## src/design/slr_pkg.sv

```systemverilog
package slr_pkg;

    localparam int FRAC_BITS_DEF = 16;
    localparam int SAMPLE_W      = 16;
    localparam int STEP_W        = 20;
    localparam int MAX_OUT       = 16;
    localparam int CNT_W         = $clog2(MAX_OUT);
    localparam int CFG_IDX_W     = 1;

    localparam logic [CFG_IDX_W-1:0] CFG_STEP_RATIO   = 1'b0;
    localparam logic [CFG_IDX_W-1:0] CFG_PASS_THROUGH = 1'b1;

    localparam logic [STEP_W-1:0] STEP_RESET = 20'd65536;
    localparam logic              PASS_RESET = 1'b1;

    typedef enum logic [1:0] {
        S_IDLE,
        S_MUL_L,
        S_MUL_R,
        S_FIN
    } state_t;

endpackage

```

## src/design/slr_mul_unit.sv

```systemverilog
module slr_mul_unit
    import slr_pkg::*;
#(
    parameter int FRAC_BITS = FRAC_BITS_DEF
)
(
    input  logic                       clk,
    input  logic                       load,
    input  logic signed [SAMPLE_W-1:0] base,
    input  logic signed [SAMPLE_W:0]   diff,
    input  logic [FRAC_BITS-1:0]       phase_frac,
    output logic signed [SAMPLE_W-1:0] result
);

    localparam int SUM_W = FRAC_BITS + SAMPLE_W + 2;
    localparam logic [SUM_W-1:0] BIAS = {{(SAMPLE_W + 2){1'b0}}, {FRAC_BITS{1'b1}}};

    logic signed [SAMPLE_W-1:0] base_reg;
    logic signed [SUM_W-1:0]    prod_reg;
    logic signed [SUM_W-1:0]    prod_next;
    logic signed [SUM_W-1:0]    base_ext;
    logic signed [SUM_W-1:0]    sum;
    logic [SUM_W-1:0]           sum_adj;

    assign prod_next = diff * $signed({1'b0, phase_frac});

    always_ff @(posedge clk)
    begin
        if (load)
        begin
            base_reg <= base;
            prod_reg <= prod_next;
        end
    end

    assign base_ext = {{2{base_reg[SAMPLE_W-1]}}, base_reg, {FRAC_BITS{1'b0}}};
    assign sum      = base_ext + prod_reg;

    // Negative sums are biased so that the shift truncates toward zero.
    assign sum_adj  = sum[SUM_W-1] ? (sum + BIAS) : sum;
    assign result   = sum_adj[FRAC_BITS+SAMPLE_W-1:FRAC_BITS];

endmodule

```

## src/design/stereo_linear_resampler_top.sv

```systemverilog
// A pass-through frame goes from idle straight to the final step, which registers its beat.
// An interpolated frame steps through left multiply, right multiply and the final step for
// each output beat, as the one shared multiplier works the left and then the right channel.
// A frame that causes no output is taken in idle. Output stall holds the final step.
// Reset clears the phase, the held frame and all valid flags; step is 65536, pass-through on.
module stereo_linear_resampler_top
    import slr_pkg::*;
#(
    parameter int FRAC_BITS = FRAC_BITS_DEF
)
(
    input  logic                       clk,
    input  logic                       rst_n,
    input  logic                       cfg_valid,
    output logic                       cfg_ready,
    input  logic [CFG_IDX_W-1:0]       cfg_index,
    input  logic [STEP_W-1:0]          cfg_data,
    input  logic                       in_valid,
    output logic                       in_stall,
    input  logic signed [SAMPLE_W-1:0] in_left,
    input  logic signed [SAMPLE_W-1:0] in_right,
    output logic                       out_valid,
    input  logic                       out_stall,
    output logic signed [SAMPLE_W-1:0] out_left,
    output logic signed [SAMPLE_W-1:0] out_right,
    output logic                       last_of_run
);

    localparam int PHASE_W = ((FRAC_BITS > STEP_W) ? FRAC_BITS : STEP_W) + 1;
    localparam logic [PHASE_W-1:0] ONE = PHASE_W'(1) << FRAC_BITS;
    localparam logic [CNT_W-1:0] CNT_LAST = CNT_W'(MAX_OUT - 1);

    state_t state_reg, state_next;

    logic [STEP_W-1:0]          step_reg, step_next;
    logic                       pass_reg, pass_next;
    logic [PHASE_W-1:0]         phase_reg, phase_next;
    logic signed [SAMPLE_W-1:0] held_left_reg, held_left_next;
    logic signed [SAMPLE_W-1:0] held_right_reg, held_right_next;
    logic signed [SAMPLE_W-1:0] b_left_reg, b_left_next;
    logic signed [SAMPLE_W-1:0] b_right_reg, b_right_next;
    logic signed [SAMPLE_W-1:0] left_res_reg, left_res_next;
    logic [CNT_W-1:0]           cnt_reg, cnt_next;
    logic                       out_valid_reg, out_valid_next;
    logic signed [SAMPLE_W-1:0] out_left_reg, out_left_next;
    logic signed [SAMPLE_W-1:0] out_right_reg, out_right_next;
    logic                       last_reg, last_next;

    logic                       in_beat;
    logic                       cfg_beat;
    logic                       out_free;
    logic                       out_load;
    logic                       unit_load;
    logic                       unit_right;
    logic [PHASE_W-1:0]         phase_adv;
    logic                       run_done;
    logic signed [SAMPLE_W-1:0] unit_base;
    logic signed [SAMPLE_W:0]   unit_diff;
    logic signed [SAMPLE_W-1:0] unit_result;

    assign cfg_ready = 1'b1;
    assign cfg_beat  = cfg_valid && cfg_ready;
    assign in_beat   = in_valid && !in_stall;
    assign out_free  = !out_valid_reg || !out_stall;
    assign phase_adv = phase_reg + PHASE_W'(step_reg);
    assign run_done  = pass_reg || (phase_adv >= ONE) || (cnt_reg == CNT_LAST);

    assign unit_base = unit_right ? held_right_reg : held_left_reg;
    assign unit_diff = unit_right
        ? ((SAMPLE_W+1)'(b_right_reg) - (SAMPLE_W+1)'(held_right_reg))
        : ((SAMPLE_W+1)'(b_left_reg) - (SAMPLE_W+1)'(held_left_reg));

    slr_mul_unit #(
        .FRAC_BITS (FRAC_BITS)
    ) u_mul (
        .clk        (clk),
        .load       (unit_load),
        .base       (unit_base),
        .diff       (unit_diff),
        .phase_frac (phase_reg[FRAC_BITS-1:0]),
        .result     (unit_result)
    );

    always_comb
    begin
        state_next = state_reg;
        case (state_reg)
            S_IDLE:
            begin
                if (in_valid)
                begin
                    if (pass_reg)
                        state_next = S_FIN;
                    else if (phase_reg < ONE)
                        state_next = S_MUL_L;
                end
            end
            S_MUL_L: state_next = S_MUL_R;
            S_MUL_R: state_next = S_FIN;
            S_FIN:
            begin
                if (out_free)
                    state_next = run_done ? S_IDLE : S_MUL_L;
            end
            default: state_next = S_IDLE;
        endcase
    end

    always_comb
    begin
        in_stall   = 1'b1;
        unit_load  = 1'b0;
        unit_right = 1'b0;
        out_load   = 1'b0;
        case (state_reg)
            S_IDLE:  in_stall = 1'b0;
            S_MUL_L: unit_load = 1'b1;
            S_MUL_R:
            begin
                unit_load  = 1'b1;
                unit_right = 1'b1;
            end
            S_FIN:   out_load = out_free;
            default: in_stall = 1'b1;
        endcase
    end

    always_comb
    begin
        step_next       = step_reg;
        pass_next       = pass_reg;
        phase_next      = phase_reg;
        held_left_next  = held_left_reg;
        held_right_next = held_right_reg;
        b_left_next     = b_left_reg;
        b_right_next    = b_right_reg;
        left_res_next   = left_res_reg;
        cnt_next        = cnt_reg;
        out_left_next   = out_left_reg;
        out_right_next  = out_right_reg;
        last_next       = last_reg;
        out_valid_next  = out_valid_reg && out_stall;

        if (cfg_beat)
        begin
            if (cfg_index == CFG_STEP_RATIO)
            begin
                step_next       = cfg_data;
                phase_next      = '0;
                held_left_next  = '0;
                held_right_next = '0;
            end
            else if (cfg_index == CFG_PASS_THROUGH)
            begin
                pass_next = cfg_data[0];
            end
        end

        if (in_beat)
        begin
            b_left_next  = in_left;
            b_right_next = in_right;
            cnt_next     = '0;
            if (!pass_reg && (phase_reg >= ONE))
            begin
                phase_next      = phase_reg - ONE;
                held_left_next  = in_left;
                held_right_next = in_right;
            end
        end

        if (state_reg == S_MUL_R)
            left_res_next = unit_result;

        if (out_load)
        begin
            out_valid_next = 1'b1;
            last_next      = run_done;
            out_left_next  = pass_reg ? b_left_reg : left_res_reg;
            out_right_next = pass_reg ? b_right_reg : unit_result;
            if (!pass_reg)
            begin
                cnt_next = cnt_reg + CNT_W'(1);
                if (run_done)
                begin
                    phase_next      = (phase_adv >= ONE) ? (phase_adv - ONE) : '0;
                    held_left_next  = b_left_reg;
                    held_right_next = b_right_reg;
                end
                else
                begin
                    phase_next = phase_adv;
                end
            end
        end
    end

    always_ff @(posedge clk or negedge rst_n)
    begin
        if (!rst_n)
        begin
            state_reg      <= S_IDLE;
            step_reg       <= STEP_RESET;
            pass_reg       <= PASS_RESET;
            phase_reg      <= '0;
            held_left_reg  <= '0;
            held_right_reg <= '0;
            cnt_reg        <= '0;
            out_valid_reg  <= 1'b0;
        end
        else
        begin
            state_reg      <= state_next;
            step_reg       <= step_next;
            pass_reg       <= pass_next;
            phase_reg      <= phase_next;
            held_left_reg  <= held_left_next;
            held_right_reg <= held_right_next;
            cnt_reg        <= cnt_next;
            out_valid_reg  <= out_valid_next;
        end
    end

    always_ff @(posedge clk)
    begin
        b_left_reg    <= b_left_next;
        b_right_reg   <= b_right_next;
        left_res_reg  <= left_res_next;
        out_left_reg  <= out_left_next;
        out_right_reg <= out_right_next;
        last_reg      <= last_next;
    end

    assign out_valid   = out_valid_reg;
    assign out_left    = out_left_reg;
    assign out_right   = out_right_reg;
    assign last_of_run = last_reg;

    // The multiplier is only started while the phase is below one.
    a_phase_below_one: assert property (@(posedge clk) disable iff (!rst_n)
        (state_reg == S_MUL_L) |-> (phase_reg < ONE))
        else $error("interpolation started with phase at or above one");

    a_mul_order: assert property (@(posedge clk) disable iff (!rst_n)
        (state_reg == S_MUL_L) |=> (state_reg == S_MUL_R))
        else $error("right channel multiply did not follow left");

    a_pass_direct: assert property (@(posedge clk) disable iff (!rst_n)
        (in_beat && pass_reg) |=> (state_reg == S_FIN))
        else $error("pass-through frame did not go straight to output");

    a_beat_from_fin: assert property (@(posedge clk) disable iff (!rst_n)
        $rose(out_valid_reg) |-> $past(state_reg == S_FIN))
        else $error("output beat raised outside the final step");

endmodule

```

## config.mk

```make
export PLATFORM = sky130hd
export DESIGN_NAME = stereo_linear_resampler_top
export DESIGN_NICKNAME = d
export VERILOG_FILES = /design/src/design/slr_pkg.sv /design/src/design/slr_mul_unit.sv /design/src/design/stereo_linear_resampler_top.sv
export SDC_FILE = /design/constraint.sdc
export NUM_CORES = 1
export LEC_CHECK = 0
export ABC_AREA = 1
export BUFFER_PORTS_ARGS = -buffer_cell sky130_fd_sc_hd__buf_2
export CORE_MARGIN = 2
export CORE_UTILIZATION = 49
export DETAILED_ROUTE_END_ITERATION = 10
export HOLD_SLACK_MARGIN = 0.02
export PLACE_DENSITY = 0.68
export SYNTH_ARGS = -nofsm -noshare
export SYNTH_HDL_FRONTEND = slang
export SYNTH_HIERARCHICAL = 1
export SYNTH_SLANG_ARGS = --single-unit
```

## constraint.sdc

```tcl
create_clock -name clk -period 7.9 [get_ports clk]
set_input_delay 0.395 -clock clk [delete_from_list [all_inputs] [get_ports clk]]
set_output_delay 0.395 -clock clk [all_outputs]
set_load 0.005 [all_outputs]
```

==> results of run 1 <==
==> layer usage <==
| metal | GRT usage [%] | wire length (microns) |
|---|---|---|
| met1 | 35.4 | 28800 |
| met2 | 43.5 | 29600 |
| met3 | 2.49 | 3310 |
| met4 | 6.90 | 1820 |
| met5 | 0 | 0 |
==> area by class of cell <==
| type | count | area (sq um) | area share (%) |
|---|---|---|---|
| clock buffers | 29 | 629 | 2.33 |
| clock inverters | 15 | 179 | 0.662 |
| inverters | 722 | 2710 | 10.0 |
| multi-input cells | 2009 | 15300 | 56.6 |
| flip-flops and latches | 212 | 5960 | 22.1 |
| well taps | 664 | 831 | 3.08 |
| repair buffers | 200 | 1400 | 5.18 |
==> through the flow <==
step	area [sq um]	TNS (ns)	hold slack, ns
floorplan	24200	0	0.0994
global placement	25900	-0.517	0.340
detailed placement	25900	-1.73	0.356
CTS	26700	0	0.0259
global route	27000	-0.220	0.0339
finish	27000	0	0.0481
==> logic make-up after synthesis <==
logic type / count (synthesis) / share of synthesized area, %
simple gates: 1206 / 20.9
buf+inv: 826 / 13.1
fa+ha+maj: 448 / 31.9
compound gates: 268 / 6.11
flops: 212 / 24.6
xor+xnor: 65 / 2.38
mux: 21 / 0.967
other cells: 1 / 0.0155
==> critical path: cells and delay by family (launching register included) <==
kind / cells / cell delay (ns)
flops: 1 / 0.38
buf+inv: 7 / 0.62
xor+xnor: 1 / 0.16
simple gates: 10 / 0.98
compound gates: 7 / 1.08
fa+ha+maj: 9 / 4.04
==> final timing paths <==
path	depth (start not counted)	startpoint	end	slack, ns
min in group asynchronous	2	rst_n	step_reg[10]$_DFFE_PN0P_	0.34
worst min-delay path	1	in_left[8]	b_left_reg[8]$_DFFE_PP_	0.05
worst max-delay path	34	held_right_reg[0]$_DFF_PN0_	u_mul/prod_reg[32]$_DFFE_PP_	0.35
worst min register to register	2	left_res_reg[2]$_DFFE_PP_	out_left[2]$_DFFE_PP_	0.51
worst max register to register	34	held_right_reg[0]$_DFF_PN0_	u_mul/prod_reg[32]$_DFFE_PP_	0.35
max in group asynchronous	3	rst_n	held_right_reg[13]$_DFF_PN0_	6.45
==> synth_stat cells (all sizes together), types with 2 or more instances <==
| cell type | instances |
|---|---|
| clkinv | 3 |
| a22oi | 19 |
| xor2 | 44 |
| nor2 | 118 |
| nand3 | 118 |
| nor4 | 6 |
| dfrtp | 79 |
| a21oi | 115 |
| clkbuf | 84 |
| o31ai | 4 |
| a21boi | 6 |
| nand4 | 24 |
| nand3b | 13 |
| dfstp | 2 |
| o21ai | 100 |
| a21o | 6 |
| edfxtp | 131 |
| mux2 | 19 |
| mux2i | 2 |
| o2111ai | 2 |
| inv | 719 |
| xnor2 | 21 |
| nand2 | 908 |
| o221ai | 2 |
| o21bai | 3 |
| fa | 283 |
| nor3 | 17 |
| a31oi | 4 |
| buf | 20 |
| ha | 165 |
==> repair_timing <==
item | 4_1_cts | 5_1_grt
pin swaps | 2 | 18
endpoints found under the setup margin | 14 | 19
gates cloned | 0 | 1
hold buffers | 3 | 0
endpoints found under the hold margin | 29 | 0
gates resized for setup | 8 | 61
setup buffers | 1 | 8
==> out/metrics.yaml, run 1 <==
mostFrequentLayoutCells: "nand2_1, inv_1, fa_1"
synth_fp_nets: 3553
min_path_type: "in -> reg"
root_buffer: "clkbuf_16"
synthTopCellsByArea: "fa_1, edfxtp_1, nand2_1"
synth_edf_count: 131
netlist_instances: 3047
gp_congestion: 0.928
core-area_sq_mm: 0.0488
crit_path_top_delay_cell: "fa_1"
place_ws_ns: -0.298
ys_async_sr_fraction_pct: 38.2
htreeDepth: 1
fin_crit_ns: 7.55
fin_skew_ns: 0.0121
numCtsBuffers: 24
slew_violations: 0
area_delta_synth_final_pct: 11.6
drc_errors: 0
ys_seq_area_share_pct: 24.6
fin_util_pct: 55.3
num_vias: 19700
dp_hpwl_mm: 51.6
start_util_pct: 49.6
io-pin-count: 94
grtUsageTotal_pct: 25.7
drv_cap: 0
hold_viol_final: 0
grt_max_degree: 54
synth_largest_area_cell: "fa_1"
post_drt_wl_per_cell_microns: 16.5
antenna_found_initial: 0
antenna_left: 0
dieHeight_microns: 226
drt-vias-per-instance: 5.11
drive_gt1_share_pct: 11.5
wl_mm: 63.6
overflow: 0
max_freq_mhz: 132
fin_crit_sh_pct: 95.6
fin_ws_ns: 0.346
clk_latency_ns: 0.55
grt_pass1_vias: 20400
fp.dieArea_sq_mm: 0.0512
startpoint_type: "register"
ys_ff_latch: 212
n_fill_cell: 4544
dr.pass1.iters: 6
cp.arrival_ns: 7.83
cts_sinks: 212
n_antenna_cell: 0
setup_viol: 0
ys.flop_type: "edfxtp_1"
run_status: "completed"
path_class: "reg -> reg"
slowest_delay_ns: 0.57
largest_reg_flops: 34
grt_pass1_wl_mm: 104
synth.distinct_cells: 56
required_ns: 8.18
crit_top_cell: "fa_1"
final_cells: 3851
nNetsFinal: 3675
clk_pin_slew_ns: 0.06
clk_path_buf_depth: 3
placed_cells: 3794
slew_headroom_pct: 33.3
end_kind: "register"
cts_tree: "yes"
yosysTopAreaCellShare_pct: 23.4
portBuffers: 92
max_slew.worst_pin.slew_ns: 1.00
drt_iter0_drc: 1427
yosys_warnings: 6
syn-cell-area_sq_mm: 0.0242
layout_commonest_cell: "nand2_1"
fp.dieW_microns: 226
synth.avg_cell_area_sq_um: 7.94
rows: 81
path_max_fanout: 7
Power of run 1 is not shown: default switching activity piles up to over one toggle a cycle in this logic, so the estimate is an artifact.
==> run 2, diff against run 1 <==
PLACE_DENSITY = 0.66   (was 0.68)
clock period = 7.88 ns   (was 7.9 ns; I/O delays follow)
==> run 2 against run 1 <==
Final area grew 2.7%; register-to-register slack worse by 0.05 ns; setup slack got worse by 0.050 ns; sequential share of layout area is 0.58 points lower; largest cell class unchanged; critical endpoint is now u_mul/prod_reg[33]$_DFFE_PP_; wire length rose by 2.2%; critical path depth increased by 2.
==> out/metrics.yaml, run 2 (synthesized netlist as in run 1, its figures left out) <==
setup_viol: 0  # unchanged
antenna_found_initial: 0  # unchanged
startpoint_type: "register"
layout_commonest_cell: "nand2_1"
dr.pass1.iters: 6  # unchanged
path_class: "reg -> reg"
area_delta_synth_final_pct: 14.6
crit_path_top_delay_cell: "fa_1"
largest_reg_flops: 34  # unchanged
drive_gt1_share_pct: 13.6  # +2.1 points
run_status: "completed"
placed_cells: 3842  # +1.3%
overflow: 0  # unchanged
fin_skew_ns: 0.0213  # +0.00916 ns
min_path_type: "in -> reg"
dp_hpwl_mm: 52.0  # +0.65%
end_kind: "register"
dpl_cell_area_sq_mm: 0.0262  # +1.4%
finalSetupTns_ns: 0  # unchanged
rows: 81  # unchanged
cts_sinks: 212  # unchanged
slowest_delay_ns: 0.61  # +0.04 ns
n_fill_cell: 4476  # -1.5%
fin_crit_sh_pct: 96.2  # +0.63 points
hold_viol_final: 0  # unchanged
fp.dieArea_sq_mm: 0.0512  # unchanged
required_ns: 8.18  # about the same
drc_errors: 0  # unchanged
post_drt_wl_per_cell_microns: 16.6  # +0.63%
num_vias: 19900  # +1.3%
grt_pass1_wl_mm: 106  # +1.3%
grt_pass1_vias: 20500  # +0.28%
crit_top_cell: "fa_1"
core-area_sq_mm: 0.0488  # unchanged
whs_ns: 0.0381  # -0.00999 ns
grtUsageTotal_pct: 26.2  # +0.55 points
fin_crit_ns: 7.58  # +0.0301 ns
max_slew.worst_pin.slew_ns: 1.17  # +0.172 ns
root_buffer: "clkbuf_16"
drt_iter0_drc: 1352  # -5.3%
portBuffers: 92  # unchanged
grt_max_degree: 71  # +31%
antenna_left: 0  # unchanged
cp.arrival_ns: 7.89  # +0.06 ns
nNetsFinal: 3734  # +1.6%
slew_headroom_pct: 21.3  # -12 points
clk_latency_ns: 0.57  # +0.02 ns
slew_violations: 0  # unchanged
io-pin-count: 94  # unchanged
max_freq_mhz: 132  # -0.40%
n_antenna_cell: 0  # unchanged
cts_tree: "yes"
start_util_pct: 49.6  # unchanged
gp_congestion: 0.931  # +0.29%
final_cells: 3910  # +1.5%
dieHeight_microns: 226  # unchanged
htreeDepth: 1  # unchanged
clk_path_buf_depth: 3  # unchanged
mostFrequentLayoutCells: "nand2_1, inv_1, fa_1"
wl_mm: 65.0  # +2.2%
design_area_sq_mm: 0.0277  # +2.7%
path_max_fanout: 6  # -1
drt-vias-per-instance: 5.10  # -0.21%
drv_cap: 0  # unchanged
fp.dieW_microns: 226  # unchanged
clk_pin_slew_ns: 0.07  # about the same
numCtsBuffers: 25  # +4.2%
-- run 2: cell count changes in the layout (fill, tap and decap cells not counted), sizes merged --
cell,previous run,this run
buf,196,243
bufinv,3,5
clkbuf,30,31
dlygate4sd3,3,13
inv,719,720
clkinvlp,4,3
clkinv,11,10
-- run 2: routing by layer --
layer,global-route usage (%),share of wire [%],up-vias
li1,-,-,9580
met1,35.8,45,9693
met2,44.4,47,573
met3,3.11,5.5,102
met4,7.24,2.8,0
met5,0,0,-
-- run 2: worst max-delay path: cells and delay by family, from the launching register on --
| family | cells | cell delay (ns) |
|---|---|---|
| compound gates | 4 | 0.58 |
| xor+xnor | 1 | 0.14 |
| fa+ha+maj | 9 | 3.94 |
| buf+inv | 8 | 0.70 |
| flops | 1 | 0.41 |
| simple gates | 14 | 1.55 |
-- run 2: through the flow --
step	setup WS (ns)	util, %
global placement	-0.187	53.7
floorplan	0.177	-
global route	-0.0549	56.8
CTS	0.0544	55.8
detailed placement	-0.241	53.7
finish	0.296	56.8
-- run 2: area by class of cell --
cell class              count  area, sq um  share of cell area [%]
multi-input cells        2009        15500                    55.8
flip-flops and latches    212         5960                    21.5
inverters                 722         2710                    9.78
repair buffers            257         1870                    6.75
well taps                 664          831                    3.00
clock buffers              30          644                    2.32
clock inverters            15          225                   0.812
repair inverters            1         7.51                  0.0271
-- run 2: final timing paths --
kind | from | slack, ns | cells after the start | end
max | held_right_reg[0]$_DFF_PN0_ | 0.30 | 36 | u_mul/prod_reg[33]$_DFFE_PP_
min | in_right[6] | 0.04 | 1 | b_right_reg[6]$_DFFE_PP_
max reg2reg | held_right_reg[0]$_DFF_PN0_ | 0.30 | 36 | u_mul/prod_reg[33]$_DFFE_PP_
min reg2reg | left_res_reg[14]$_DFFE_PP_ | 0.51 | 2 | out_left[14]$_DFFE_PP_
max in group asynchronous | rst_n | 6.42 | 3 | held_right_reg[13]$_DFF_PN0_
min in group asynchronous | rst_n | 0.27 | 2 | step_reg[2]$_DFFE_PN0P_
-- run 2: what timing repair did --
action,4_1_cts,5_1_grt
setup endpoints to repair,16,19
hold buffers,13,0
gates cloned,0,2
gates resized for setup,10,101
endpoints found under the hold margin,32,0
setup buffers,0,8
pin swaps,0,55
Power of run 2 is left out for the same reason.
